--- config.mk ---
export PLATFORM = sky130hd
export DESIGN_NAME = ipn_fade
export DESIGN_NICKNAME = d
export VERILOG_FILES = /design/src/hw/rtl/improved_perlin_noise_3d_assert.svh /design/src/hw/rtl/ipn_fade.sv
export SDC_FILE = /design/constraint.sdc
export NUM_CORES = 2
export LEC_CHECK = 0
export BUFFER_PORTS_ARGS = -buffer_cell sky130_fd_sc_hd__clkbuf_2
export CAP_MARGIN = 20
export CORE_UTILIZATION = 40
export DETAILED_ROUTE_END_ITERATION = 16
export MAX_ROUTING_LAYER = met4
export SETUP_SLACK_MARGIN = 0.3
export SLEW_MARGIN = 20
export SYNTH_ARGS = -nofsm -noshare
export SYNTH_HDL_FRONTEND = slang
export SYNTH_SLANG_ARGS = --single-unit
--- constraint.sdc ---
create_clock -name clk -period 24.1 [get_ports clk]
set_clock_uncertainty 0.2 [all_clocks]
set_input_delay 1.205 -clock clk [delete_from_list [all_inputs] [get_ports clk]]
set_output_delay 1.205 -clock clk [all_outputs]
set_load 0.05 [all_outputs]
--- src/hw/rtl/improved_perlin_noise_3d_assert.svh ---
// ----------------------------------------------------------------
// improved_perlin_noise_3d assertion macros
// Concurrent check macros, empty when SYNTH is set.
// ----------------------------------------------------------------
`ifndef IMPROVED_PERLIN_NOISE_3D_ASSERT_SVH
`define IMPROVED_PERLIN_NOISE_3D_ASSERT_SVH
`ifndef SYNTH
`define IPN_ASSERT_IMPL(lbl, clk_s, rstn_s, ante, cons) \
	lbl: assert property (@(posedge clk_s) disable iff (!rstn_s) (ante) |-> (cons)) \
		else $error("ipn check failed: same cycle");
`define IPN_ASSERT_NEXT(lbl, clk_s, rstn_s, ante, cons) \
	lbl: assert property (@(posedge clk_s) disable iff (!rstn_s) (ante) |=> (cons)) \
		else $error("ipn check failed: next cycle");
`else
`define IPN_ASSERT_IMPL(lbl, clk_s, rstn_s, ante, cons)
`define IPN_ASSERT_NEXT(lbl, clk_s, rstn_s, ante, cons)
`endif
`endif

--- src/hw/rtl/ipn_fade.sv ---
// ----------------------------------------------------------------
// ipn_fade
// Five-stage fade curve 6t^5-15t^4+10t^3, a multiply in each stage but the last, which clamps.
// ----------------------------------------------------------------
module ipn_fade #(
	parameter int FRAC_BITS = 16
) (
	input  logic                 clk,
	input  logic                 en,
	input  logic [FRAC_BITS-1:0] t_s1,
	output logic [FRAC_BITS:0]   fade_s6
);

	localparam int VW = FRAC_BITS + 6;
	localparam int PW = 2 * VW;
	localparam logic signed [VW-1:0] ONE_V = VW'(1 << FRAC_BITS);
	localparam logic signed [VW-1:0] K10   = VW'(10 * (1 << FRAC_BITS));
	localparam logic signed [VW-1:0] K15   = VW'(15 * (1 << FRAC_BITS));
	localparam logic signed [PW-1:0] HALF_P = PW'(1 << (FRAC_BITS - 1));

	logic signed [VW-1:0] t_v;
	logic signed [VW-1:0] inner;
	logic signed [VW-1:0] t_s2, t_s3, t_s4;
	logic signed [PW-1:0] p_s2, p_s3, p_s4, p_s5;
	logic signed [PW-1:0] q2, q3, q4, q5;
	logic signed [VW-1:0] r1, r2, r3, r4;

	assign t_v   = $signed({{(VW-FRAC_BITS){1'b0}}, t_s1});
	assign inner = (t_v <<< 2) + (t_v <<< 1) - K15;

	assign q2 = (p_s2 + HALF_P) >>> FRAC_BITS;
	assign q3 = (p_s3 + HALF_P) >>> FRAC_BITS;
	assign q4 = (p_s4 + HALF_P) >>> FRAC_BITS;
	assign q5 = (p_s5 + HALF_P) >>> FRAC_BITS;
	assign r1 = q2[VW-1:0] + K10;
	assign r2 = q3[VW-1:0];
	assign r3 = q4[VW-1:0];
	assign r4 = q5[VW-1:0];

	always_ff @(posedge clk) begin
		if (en) begin
			p_s2 <= PW'(t_v * inner);
			t_s2 <= t_v;
			p_s3 <= PW'(t_s2 * r1);
			t_s3 <= t_s2;
			p_s4 <= PW'(t_s3 * r2);
			t_s4 <= t_s3;
			p_s5 <= PW'(t_s4 * r3);
			if (r4 < 0) begin
				fade_s6 <= '0;
			end else if (r4 > ONE_V) begin
				fade_s6 <= ONE_V[FRAC_BITS:0];
			end else begin
				fade_s6 <= r4[FRAC_BITS:0];
			end
		end
	end

endmodule

==> summary.txt <==
Synth
  • Count leader, synth: inv_1
  • Synth Flop Type: edfxtp_1
  • Syn Inst Count: 5931
  • Yosys warning count: 0
  • Syn avg cell area: between 9 and 10 µm²
  • Distinct cells, synth: 71
  • Post-synth top area cell: fa_1
  • Synthesized Nets: 7684
  • Largest cells by area after synthesis: fa_1 48%, inv_1 11%, ha_1 9.3%
  • Share of the synthesized area in the top cell type: 48.0%
  • Seq/Total Area, Yosys: 8.55%
  • Number of synthesized flops with an enable pin: about 160
  • Flops & latches, synth: approximately 160
  • Post-Syn Area: 0.0552 mm²
  • Ys async rst share: 0%
  • Top cells by count, synth: 1652 x inv_1, 1323 x fa_1, 870 x nand2_1

Setup path
  • CP top delay family: compound AO/OA/AOI/OAI gates
  • CP Capture Type: flip-flop
  • WP data required: about 24000 ps
  • CP Launch Type: input port
  • Most numerous cell on the critical path: fa_1
  • Data arrival, critical path: 10280 ps
  • Crit-path slowest cell: fa_1
  • CP Launch Point: t_s1[2]
  • CP Class: in2reg
  • FF-to-FF Start: p_s2[17]
  • Crit path largest cell delay: 540 ps
  • Worst path bufs/invs: 4
  • Levels on crit path: 30
  • CP max FO: 23
  • Worst Reg2Reg Path Length in Cells: 31

Global routing
  • Met3 Track Usage GR: 2.00%
  • Number of antenna violations at the first check in global routing: 1
  • Global-route wire length before repair: 213000 µm
  • Grt met1 use: 25.0%
  • Largest net degree at the start of global routing: 91
  • M2 GR Usage: 33.1%
  • Vias in the first global route: 41.9k
  • GRT Total Usage: 19.5%
  • GRT overflow: 0
  • Gr busiest metal: met2

Timing
  • WHS: 467 ps
  • Setup violations, final: 0
  • RSZ-0062 raised after global routing: no
  • Max Fclk: between 90 and 100 MHz
  • Slew HR: 25.5%
  • Setup TNS: 0 ps
  • Actual slew at the worst max-slew pin: 1120 ps
  • Final Hold Fails: 0
  • Slew Viols, Final: 0
  • Crit share post-route: 42.4%
  • Final period demand of the worst path: 10220 ps

CTS
  • Worst-path clk slew: 80 ps
  • Clock Tree Root: clkbuf_16
  • Hold buffer count at CTS: 0
  • Clock latency on the worst-skew pair: 530 ps
  • CTS H-tree lvls: 4
  • Post-CTS Setup Repair Bufs: 0
  • CTS resizes: 0
  • Number of buffers created by CTS: 17
  • Sink Count: 157
  • CTS tree: built
  • Clock Path Buffers: 2

Route
  • DR vias: between 30k and 40k
  • Antenna Violating Nets Remaining: 0
  • DRT iter0 DRCs: 1871
  • Post-DR vias/cell: just under 5
  • # DRC: 0
  • Total wire length: between 100000 and 150000 µm
  • Average routed wire per standard cell: between 15 and 20 µm
  • 1st-pass router iterations: 5

Finish
  • Fin nets: 7627
  • Antenna cells: 0
  • Final Core Density: between 40% and 50%
  • Ratio of cells with drive above 1 in the final layout: under 10%
  • Area Growth Syn to Fin: 5.71%
  • Fin cells: 7668

Die
  • Die ar.: 0.139 mm²
  • Die Y: approximately 370 µm
  • Row Count: approximately 140
  • Die Span X: around 370 µm
  • Core ar.: 0.136 mm²
  • Initial Util: 40.5%
  • Io pins: 35

Placement
  • Final HPWL DP: 99400 µm
  • Dpl cells: 7636
  • Port Buffers: 34
  • Placer Congestion: 0.841

Flow run
  • # Max-Cap Violations: 0

Worst hold path
  • Hold wc startpoint: p_s5[24]
  • Hold/Removal Path Class: reg2reg
  • Hold path cells: 2

Run status
  • Status: finished clean
[layout make-up]
class,instances,area [µm²]
sequential,157,4710
clock inverter,15,175
multi-input combinational,3915,43700
fill,13400,77800
tap,1781,2230
clock buffer,17,425
timing repair buffer,131,905
inverter,1652,6200
[cells by family after synthesis]
logic type                 share of synthesized area (%)
buffers and inverters                               12.7
adders and majority gates                           57.4
and+or+nand+nor                                     14.9
AOI/OAI and AO/OA                                   2.85
xor gates and xnor gates                            3.56
DFF                                                 8.55
muxes                                              0.104
[per-layer routing]
layer	wire length, µm	vias to the layer above
li1	-	17000
met1	54700	19600
met2	61000	755
met3	5080	136
met5	0	-
met4	2660	0
[state kept, by name, indices dropped and copies added (netlist names)]
register / count
p_s2: 24
p_s3: 23
p_s4: 23
p_s5: 23
fade_s6: 17
t_s3: 16
t_s4: 16
t_s2: 15
[worst paths after layout]
| kind | end | slack, ps |
|---|---|---|
| min reg2reg | fade_s6[8] | 470 |
| max reg2reg | p_s3[37] | 14810 |
| min | fade_s6[8] | 470 |
| max | p_s2[31] | 13880 |
[cells in the final DEF (no fill, tap or decap), types with 16 or more instances in the layout]
cell,count
inv_1,1652
fa_1,1323
nand2_1,870
and2_1,467
ha_1,412
edfxtp_1,157
xnor2_1,140
nor2_1,125
buf_4,97
a21oi_1,81
xor2_1,56
nand3_1,45
nor2b_1,43
o21ai_0,41
nand2b_1,33
clkbuf_2,33
and3_1,27
nor3_1,27
a21o_1,27
nand4_1,22
xnor2_2,21
clkbuf_16,17
o21a_1,16
[metrics by stage]
stage          cell area, µm²  worst slack, ps
3_3_place_gp            57700            13450
5_1_grt                 58300            13230
4_1_cts                 58300            13850
2_1_floorplan           55200            14770
3_5_place_dp            57700            13310
6_report                58300            13880
[worst reg2reg max path, delay by kind of cell (launching register included)]
kind	cells	cell delay (ps)
compound gates	7	1450
xor+xnor	5	1180
fa+ha+maj	7	3230
buf+inv	5	680
flops	1	420
simple gates	7	1860
Power is left out: the tool's default activity adds up to more than one toggle a clock period on the data nets, which glitch-free logic cannot reach.
