## src/hw/rtl/improved_perlin_noise_3d_assert.svh

```systemverilog
// ----------------------------------------------------------------
// improved_perlin_noise_3d assertion macros
// Concurrent check macros, empty when SYNTH is set.
// ----------------------------------------------------------------
`ifndef IMPROVED_PERLIN_NOISE_3D_ASSERT_SVH
`define IMPROVED_PERLIN_NOISE_3D_ASSERT_SVH
`ifndef SYNTH
`define IPN_ASSERT_IMPL(lbl, clk_s, rstn_s, ante, cons) \
	lbl: assert property (@(posedge clk_s) disable iff (!rstn_s) (ante) |-> (cons)) \
		else $error("ipn check failed: same cycle");
`define IPN_ASSERT_NEXT(lbl, clk_s, rstn_s, ante, cons) \
	lbl: assert property (@(posedge clk_s) disable iff (!rstn_s) (ante) |=> (cons)) \
		else $error("ipn check failed: next cycle");
`else
`define IPN_ASSERT_IMPL(lbl, clk_s, rstn_s, ante, cons)
`define IPN_ASSERT_NEXT(lbl, clk_s, rstn_s, ante, cons)
`endif
`endif

```

## src/hw/rtl/ipn_pkg.sv

```systemverilog
// ----------------------------------------------------------------
// ipn_pkg
// Shared widths, codes and control types of the noise sampler.
// ----------------------------------------------------------------
package ipn_pkg;

	localparam int POS_W     = 48;
	localparam int ORG_W     = 24;
	localparam int TAB_AW    = 8;
	localparam int TAB_DEPTH = 256;
	localparam int BYTE_W    = 8;
	localparam int OUT_W     = 18;
	localparam int ACC_W     = 32;
	localparam int CFG_AW    = 2;
	localparam int NSTG      = 13;
	localparam int NCORNER   = 8;

	localparam logic signed [ACC_W-1:0] OUT_MAX = 32'sd131071;
	localparam logic signed [ACC_W-1:0] OUT_MIN = -32'sd131072;

	typedef enum logic [0:0] {
		OP_LOAD   = 1'b0,
		OP_SAMPLE = 1'b1
	} op_t;

	typedef enum logic [CFG_AW-1:0] {
		CFG_ORIGIN_X = 2'd0,
		CFG_ORIGIN_Y = 2'd1,
		CFG_ORIGIN_Z = 2'd2
	} cfg_reg_t;

	typedef struct packed {
		logic valid;
		logic sample;
	} ctl_t;

	typedef struct packed {
		logic              wr;
		logic [TAB_AW-1:0] idx;
		logic [BYTE_W-1:0] data;
	} tab_wr_t;

endpackage

```

## src/hw/rtl/ipn_axis_split.sv

```systemverilog
// ----------------------------------------------------------------
// ipn_axis_split
// Adds the origin to one axis, floors it and saturates the parts.
// ----------------------------------------------------------------
module ipn_axis_split #(
	parameter int FRAC_BITS = 16
) (
	input  logic signed [ipn_pkg::POS_W-1:0] pos,
	input  logic [ipn_pkg::ORG_W-1:0]        origin,
	output logic [ipn_pkg::TAB_AW-1:0]       ip_lo,
	output logic [FRAC_BITS-1:0]             frac
);

	localparam int SW = ipn_pkg::POS_W + 1;
	localparam int HI = 31 + FRAC_BITS;

	logic signed [SW-1:0] sum;
	logic                 ovf_hi;
	logic                 ovf_lo;

	assign sum = {pos[ipn_pkg::POS_W-1], pos}
		+ $signed({{(SW-ipn_pkg::ORG_W){1'b0}}, origin});

	generate
		if (HI < SW - 1) begin : g_sat
			assign ovf_hi = !sum[SW-1] && (|sum[SW-2:HI]);
			assign ovf_lo = sum[SW-1] && !(&sum[SW-2:HI]);
		end else begin : g_nosat
			assign ovf_hi = 1'b0;
			assign ovf_lo = 1'b0;
		end
	endgenerate

	always_comb begin
		priority if (ovf_hi) begin
			ip_lo = '1;
			frac  = '1;
		end else if (ovf_lo) begin
			ip_lo = '0;
			frac  = '0;
		end else begin
			ip_lo = sum[FRAC_BITS+ipn_pkg::TAB_AW-1:FRAC_BITS];
			frac  = sum[FRAC_BITS-1:0];
		end
	end

endmodule

```

## config.mk

```make
export PLATFORM = sky130hd
export DESIGN_NAME = ipn_axis_split
export DESIGN_NICKNAME = d
export VERILOG_FILES = /design/src/hw/rtl/improved_perlin_noise_3d_assert.svh /design/src/hw/rtl/ipn_pkg.sv /design/src/hw/rtl/ipn_axis_split.sv
export SDC_FILE = /design/constraint.sdc
export NUM_CORES = 1
export LEC_CHECK = 0
export ABC_AREA = 1
export BUFFER_PORTS_ARGS = -buffer_cell sky130_fd_sc_hd__buf_2
export CAP_MARGIN = 20
export CORE_ASPECT_RATIO = 1.75
export CORE_MARGIN = 4
export CORE_UTILIZATION = 49
export DETAILED_ROUTE_END_ITERATION = 8
export GPL_ROUTABILITY_DRIVEN = 0
export PLACE_DENSITY = 0.85
export SYNTH_ARGS = -nofsm -noshare
export SYNTH_HDL_FRONTEND = slang
export SYNTH_SLANG_ARGS = --single-unit
```

## constraint.sdc

```tcl
create_clock -name vclk -period 3.5
set_input_delay 0.7 -clock vclk [all_inputs]
set_output_delay 0.7 -clock vclk [all_outputs]
set_load 0.01 [all_outputs]
```

==> impl_results.md, run 1 <==
- Outcome: complete, no violations
- Minimum clock period: 3.32 ns
- Detail Route Antenna Nets: 0
- Starting Density: 0.520
- Most frequent cells in the layout: 129 x nand2_1, 96 x buf_2, 43 x inv_1
- PD cells: 183 mW/mm^2
- Layout Utilization: 0.674
- Seq pwr share: 0
- DR vias: 2552
- Core ar.: 0.00370 sq mm
- Ant diodes: 0
- # setup viols final: 0
- Commonest non-fill, non-tap cell in the layout: nand2_1
- Hpwl dp: 5210 microns
- Yosys warning count: 0
- Cell Area, Placed: 0.00248 sq mm
- Register area: 0 sq um
- Leak Pwr: 1.50 nW
- Vias per std cell: 5.07
- Combinational cell fraction of total power: 1.000
- Hold_ws: 1.83 ns
- Startpoint Class: input pin
- Total GRT Usage: 0.222
- Cts repair resizes: 0
- FILL cells: 408
- DRC: 0
- Port Buf Inserts: 96
- Largest net degree at the start of global routing: 14
- Chip width: 55.4 microns
- Worst Path Arrival: 2.62 ns
- Final worst path period share: 0.949
- Class of the most critical setup path: input pin to primary output
- Synthesized instance count: 361
- Sw Ratio: 0.576
- Number of post-CTS setup repair buffers: 0
- TritonRoute pass-1 iters: 5
- Cell row count: 29
- Syn Area/Cell: 5.33 sq um
- Area growth from synthesis to layout: 29.6%
- Crit path max fanout: 9
- Worst min-delay path class: input pin to primary output
- TNS Setup: 0 ns
- Peak supply drop: 107 uV
- # clk buffers: 0
- Tightest Pin Transition: 0.332 ns
- CP Capture Type: primary output
- MaxCap Viol Count: 0
- Fin. Hold Viols: 0
- Clock power frac: 0
- Io pins: 96
- Vias in the first global route: 2568
- Vert. Die Dim: 90.9 microns
- Hold_buf cts: 0
- First-pass GRT wire length: 9790 microns
- Switching power: 0.263 mW
- Initial antenna violation count: 0
- Worst relative slew slack: 0.778
- RSZ-0062 raised after global routing: false
- Drt wl/cell: 11.3 microns
- Max-slew violations: 0
- Max Fclk: 301 MHz
- Total die area: 0.00504 sq mm
- Cell internal pwr: 0.194 mW
- Yosys cell types: 24
- Final Net Count: 556
- Critical Path RT: 2.80 ns
- First DRT Iteration DRCs: 45
- Routed Wire Length: 5690 microns
- Finished Cell Area: 0.00250 sq mm
- Syn nets: 458
- Area of the multi-input gates: 0.00174 sq mm
- Post-Synthesis Cell Area: 0.00193 sq mm
- Total gr overflow: 0
- Sequential area share after synthesis: 0
- Share of layout cells above drive strength 1: 0.309
- Layout sequential cell count: 0
-- stage by stage --
| stage | std cells | setup slack, ns | power, mW |
|---|---|---|---|
| after floorplan | 361 | 0.500 | 0.304 |
| after global placement | 503 | 0.175 | 0.448 |
| after detailed placement | 503 | 0.127 | 0.456 |
| after CTS | 503 | 0.121 | 0.458 |
| after global routing | 503 | 0.0542 | 0.516 |
| final | 503 | 0.180 | 0.457 |
-- worst paths after layout --
| path | start | end | slack (ns) | cells after the start |
|---|---|---|---|---|
| worst max-delay path | pos[10] | frac[11] | 0.18 | 14 |
| worst min-delay path | origin[0] | frac[0] | 1.83 | 5 |
-- critical path, cell delays in order --
cell and delay [ns]:
buf_2 0.10, ha_1 0.34, a21oi_1 0.22, nand2_1 0.10, a21oi_1 0.25, nand2_2 0.15, nand2_2 0.10, nand2_2 0.08
nand2_2 0.07, nand2_2 0.08, nand2_8 0.12, buf_12 0.14, nand2_2 0.05, buf_2 0.13
-- metal layers --
layer / global-route usage / wire length [microns] / up-vias / part of all wire
met5: 0 / 0 / - / 0
li1: - / - / 1343 / -
met3: 0.0200 / 281 / 16 / 0.049
met4: 0.0527 / 163 / 0 / 0.029
met2: 0.492 / 3390 / 78 / 0.60
met1: 0.198 / 1850 / 1115 / 0.32
-- synth_stat cells --
| library cell | instances | area [sq um] |
|---|---|---|
| nand2_1 | 129 | 484 |
| inv_1 | 43 | 161 |
| nor2_1 | 36 | 135 |
| nand2_2 | 33 | 206 |
| ha_1 | 24 | 300 |
| a21oi_1 | 22 | 110 |
| nand3_1 | 18 | 90.1 |
| nand4_1 | 10 | 62.6 |
| xor2_1 | 10 | 87.6 |
| xnor2_1 | 8 | 70.1 |
| o21ai_0 | 5 | 25.0 |
| o21bai_1 | 5 | 37.5 |
| buf_6 | 3 | 33.8 |
| and3_1 | 2 | 12.5 |
| inv_2 | 2 | 7.51 |
| nand3_2 | 2 | 20.0 |
| nor3_1 | 2 | 10.0 |
| a21oi_2 | 1 | 8.76 |
| a31oi_1 | 1 | 6.26 |
| fa_1 | 1 | 20.0 |
| nand2_4 | 1 | 11.3 |
| nor3_2 | 1 | 10.0 |
| o21ai_2 | 1 | 8.76 |
| or2_1 | 1 | 6.26 |
-- cell type report --
cell class,instances,share of cell area
multi-input combinational,313,0.698
tap,46,0.0231
timing repair buffer,99,0.212
inverter,45,0.0677
-- cells by family (layout without fill, tap and decap cells) --
| kind of cell | after synthesis | in the layout | share of synthesized area |
|---|---|---|---|
| buffers and inverters | 48 | 144 | 0.105 |
| xor gates and xnor gates | 18 | 18 | 0.0819 |
| and+or+nand+nor | 235 | 235 | 0.545 |
| adders and majority gates | 25 | 25 | 0.166 |
| AOI/OAI and AO/OA | 35 | 35 | 0.102 |
-- power by group through the flow --
| stage | clock network, mW | registers (mW) | logic [mW] |
|---|---|---|---|
| finish | 0 | 0 | 0.457 |
| global route | 0 | 0 | 0.516 |
| CTS | 0 | 0 | 0.458 |
| detailed placement | 0 | 0 | 0.456 |
| global placement | 0 | 0 | 0.448 |
| floorplan | 0 | 0 | 0.304 |
Note: power is estimated with default switching activity, not from simulation.
==> run 2, diff against run 1 <==
- GPL_TIMING_DRIVEN: not set -> 0
- RECOVER_POWER: not set -> 100
==> run 2 against run 1 <==
Effect of this change:
- via count increased by 0.27%
- final cell count stayed put
- first-iteration DRC count fell by 13%
- global-route usage shrank 0.32 points
- worst hold slack gained 0.012 ns
- setup slack better by 0.0038 ns
- non-clock buffer count unchanged
- clock-buffer cell count is the same
- flip-flop and latch count unchanged
- sequential share of layout area unchanged
- critical path depth is 3 higher
- critical endpoint is now frac[7]
- largest power group unchanged
==> impl_results.md, run 2 (synthesized netlist as in run 1, its figures left out) <==
- Crit-path cells: buf_2 -> ha_2 -> fa_2 -> nand2_1 -> nand2_1 -> nand3_1 -> nand2_1 -> nand2_1 -> nand2_2 -> nand2_1 -> nand2_1 -> inv_2 -> nand2_2 -> nand2_4 -> buf_8 -> nand2_2 -> buf_2
- Share of layout cells above drive strength 1: 0.311
- Hpwl dp: 5120 microns
- HP Start: origin[0]
- # clk buffers: 0
- Final Net Count: 556
- FILL cells: 393
- RSZ-0062 raised after global routing: false
- TritonRoute pass-1 iters: 4
- Port Buf Inserts: 96
- CP Capture Type: primary output
- Vias in the first global route: 2536
- Area growth from synthesis to layout: 28.6%
- Peak supply drop: 118 uV
- Cts repair resizes: 0
- Minimum clock period: 3.32 ns
- Vias per std cell: 5.09
- Outcome: complete, no violations
- Total gr overflow: 0
- DRC: 0
- Drt wl/cell: 11.1 microns
- Largest net degree at the start of global routing: 11
- Tightest Pin Transition: 0.328 ns
- Layout Utilization: 0.669
- Fin. Hold Viols: 0
- CP delay by family, top: simple AND/OR/NAND/NOR gates
- Slowest CP cell: fa_2
- Most frequent cells in the layout: 129 x nand2_1, 80 x buf_2, 43 x inv_1
- Chip width: 55.4 microns
- # setup viols final: 0
- TNS Setup: 0 ns
- Worst min-delay path class: input pin to primary output
- Leak Pwr: 1.50 nW
- Hold_buf cts: 0
- Io pins: 96
- Startpoint Class: input pin
- Class of the most critical setup path: input pin to primary output
- Critical Path RT: 2.80 ns
- First DRT Iteration DRCs: 39
- CP max stage delay: 0.37 ns
- Total die area: 0.00504 sq mm
- Number of post-CTS setup repair buffers: 0
- Hold Path End: frac[0]
- Critical path buffers and inverters: 4
- Crit path max fanout: 10
- Detail Route Antenna Nets: 0
- Initial antenna violation count: 0
- Cell row count: 29
- Total GRT Usage: 0.218
- Worst Path Arrival: 2.62 ns
- Max Fclk: 302 MHz
- First-pass GRT wire length: 9630 microns
- Layout sequential cell count: 0
- Final worst path period share: 0.947
- Most common cell on crit path: nand2_1
- Worst relative slew slack: 0.781
- DR vias: 2559
- Ant diodes: 0
- MaxCap Viol Count: 0
- Register area: 0 sq um
- Hold Crit Depth: 5
- Starting Density: 0.520
- PD cells: 183 mW/mm^2
- Core ar.: 0.00370 sq mm
- Commonest non-fill, non-tap cell in the layout: nand2_1
- Vert. Die Dim: 90.9 microns
- Routed Wire Length: 5570 microns
- Max-slew violations: 0
==> run 2: changes by cell type in the layout (fill, tap and decap cells not counted), sizes merged <==
| cell | change |
|---|---|
| buf | -16 |
| clkbuf | +16 |
==> run 2: metal layers <==
metal	track usage	wire length, microns	up-vias
met5	0	0	-
met2	0.500	3330	78
li1	-	-	1347
met4	0.0385	94	0
met3	0.0215	269	8
met1	0.187	1880	1126
==> run 2: power by group <==
| group | switching [mW] | total, mW | internal (mW) | leakage (nW) |
|---|---|---|---|---|
| Clock | 0 | 0 | 0 | 0 |
| Combinational | 0.262 | 0.453 | 0.191 | 1.50 |
| Sequential | 0 | 0 | 0 | 0 |
==> run 2: worst max-delay path by stage <==
stage                       from  depth (start not counted)        to
after floorplan           pos[0]                         15   frac[0]
after global placement    pos[0]                         17  frac[11]
after detailed placement  pos[0]                         17  frac[11]
after CTS                 pos[0]                         17  frac[11]
after global routing      pos[0]                         17  ip_lo[5]
final                     pos[0]                         17   frac[7]
==> run 2: stage by stage <==
stage / cell area, sq um / power, mW / hold slack (ns) / setup WS, ns / cells
floorplan: 1930 / 0.304 / 1.62 / 0.500 / 361
global placement: 2460 / 0.442 / 1.81 / 0.0365 / 503
detailed placement: 2460 / 0.451 / 1.82 / 0.0244 / 503
CTS: 2460 / 0.453 / 1.82 / 0.0255 / 503
global route: 2480 / 0.509 / 1.89 / 0.0292 / 503
finish: 2480 / 0.453 / 1.84 / 0.184 / 503
==> run 2: worst min-delay path, cell delays in order <==
cell and delay, ns:
buf_2 0.08, ha_2 0.13, nand2_1 0.05, nand2_2 0.06
clkbuf_2 0.12
==> run 2: final cells by class <==
cell class,count,area [sq um],area share
Buffer,3,41.3,0.0167
Multi-Input combinational cell,313,1730,0.698
Timing Repair Buffer,96,480,0.194
Inverter,45,169,0.0682
Tap cell,46,57.6,0.0232
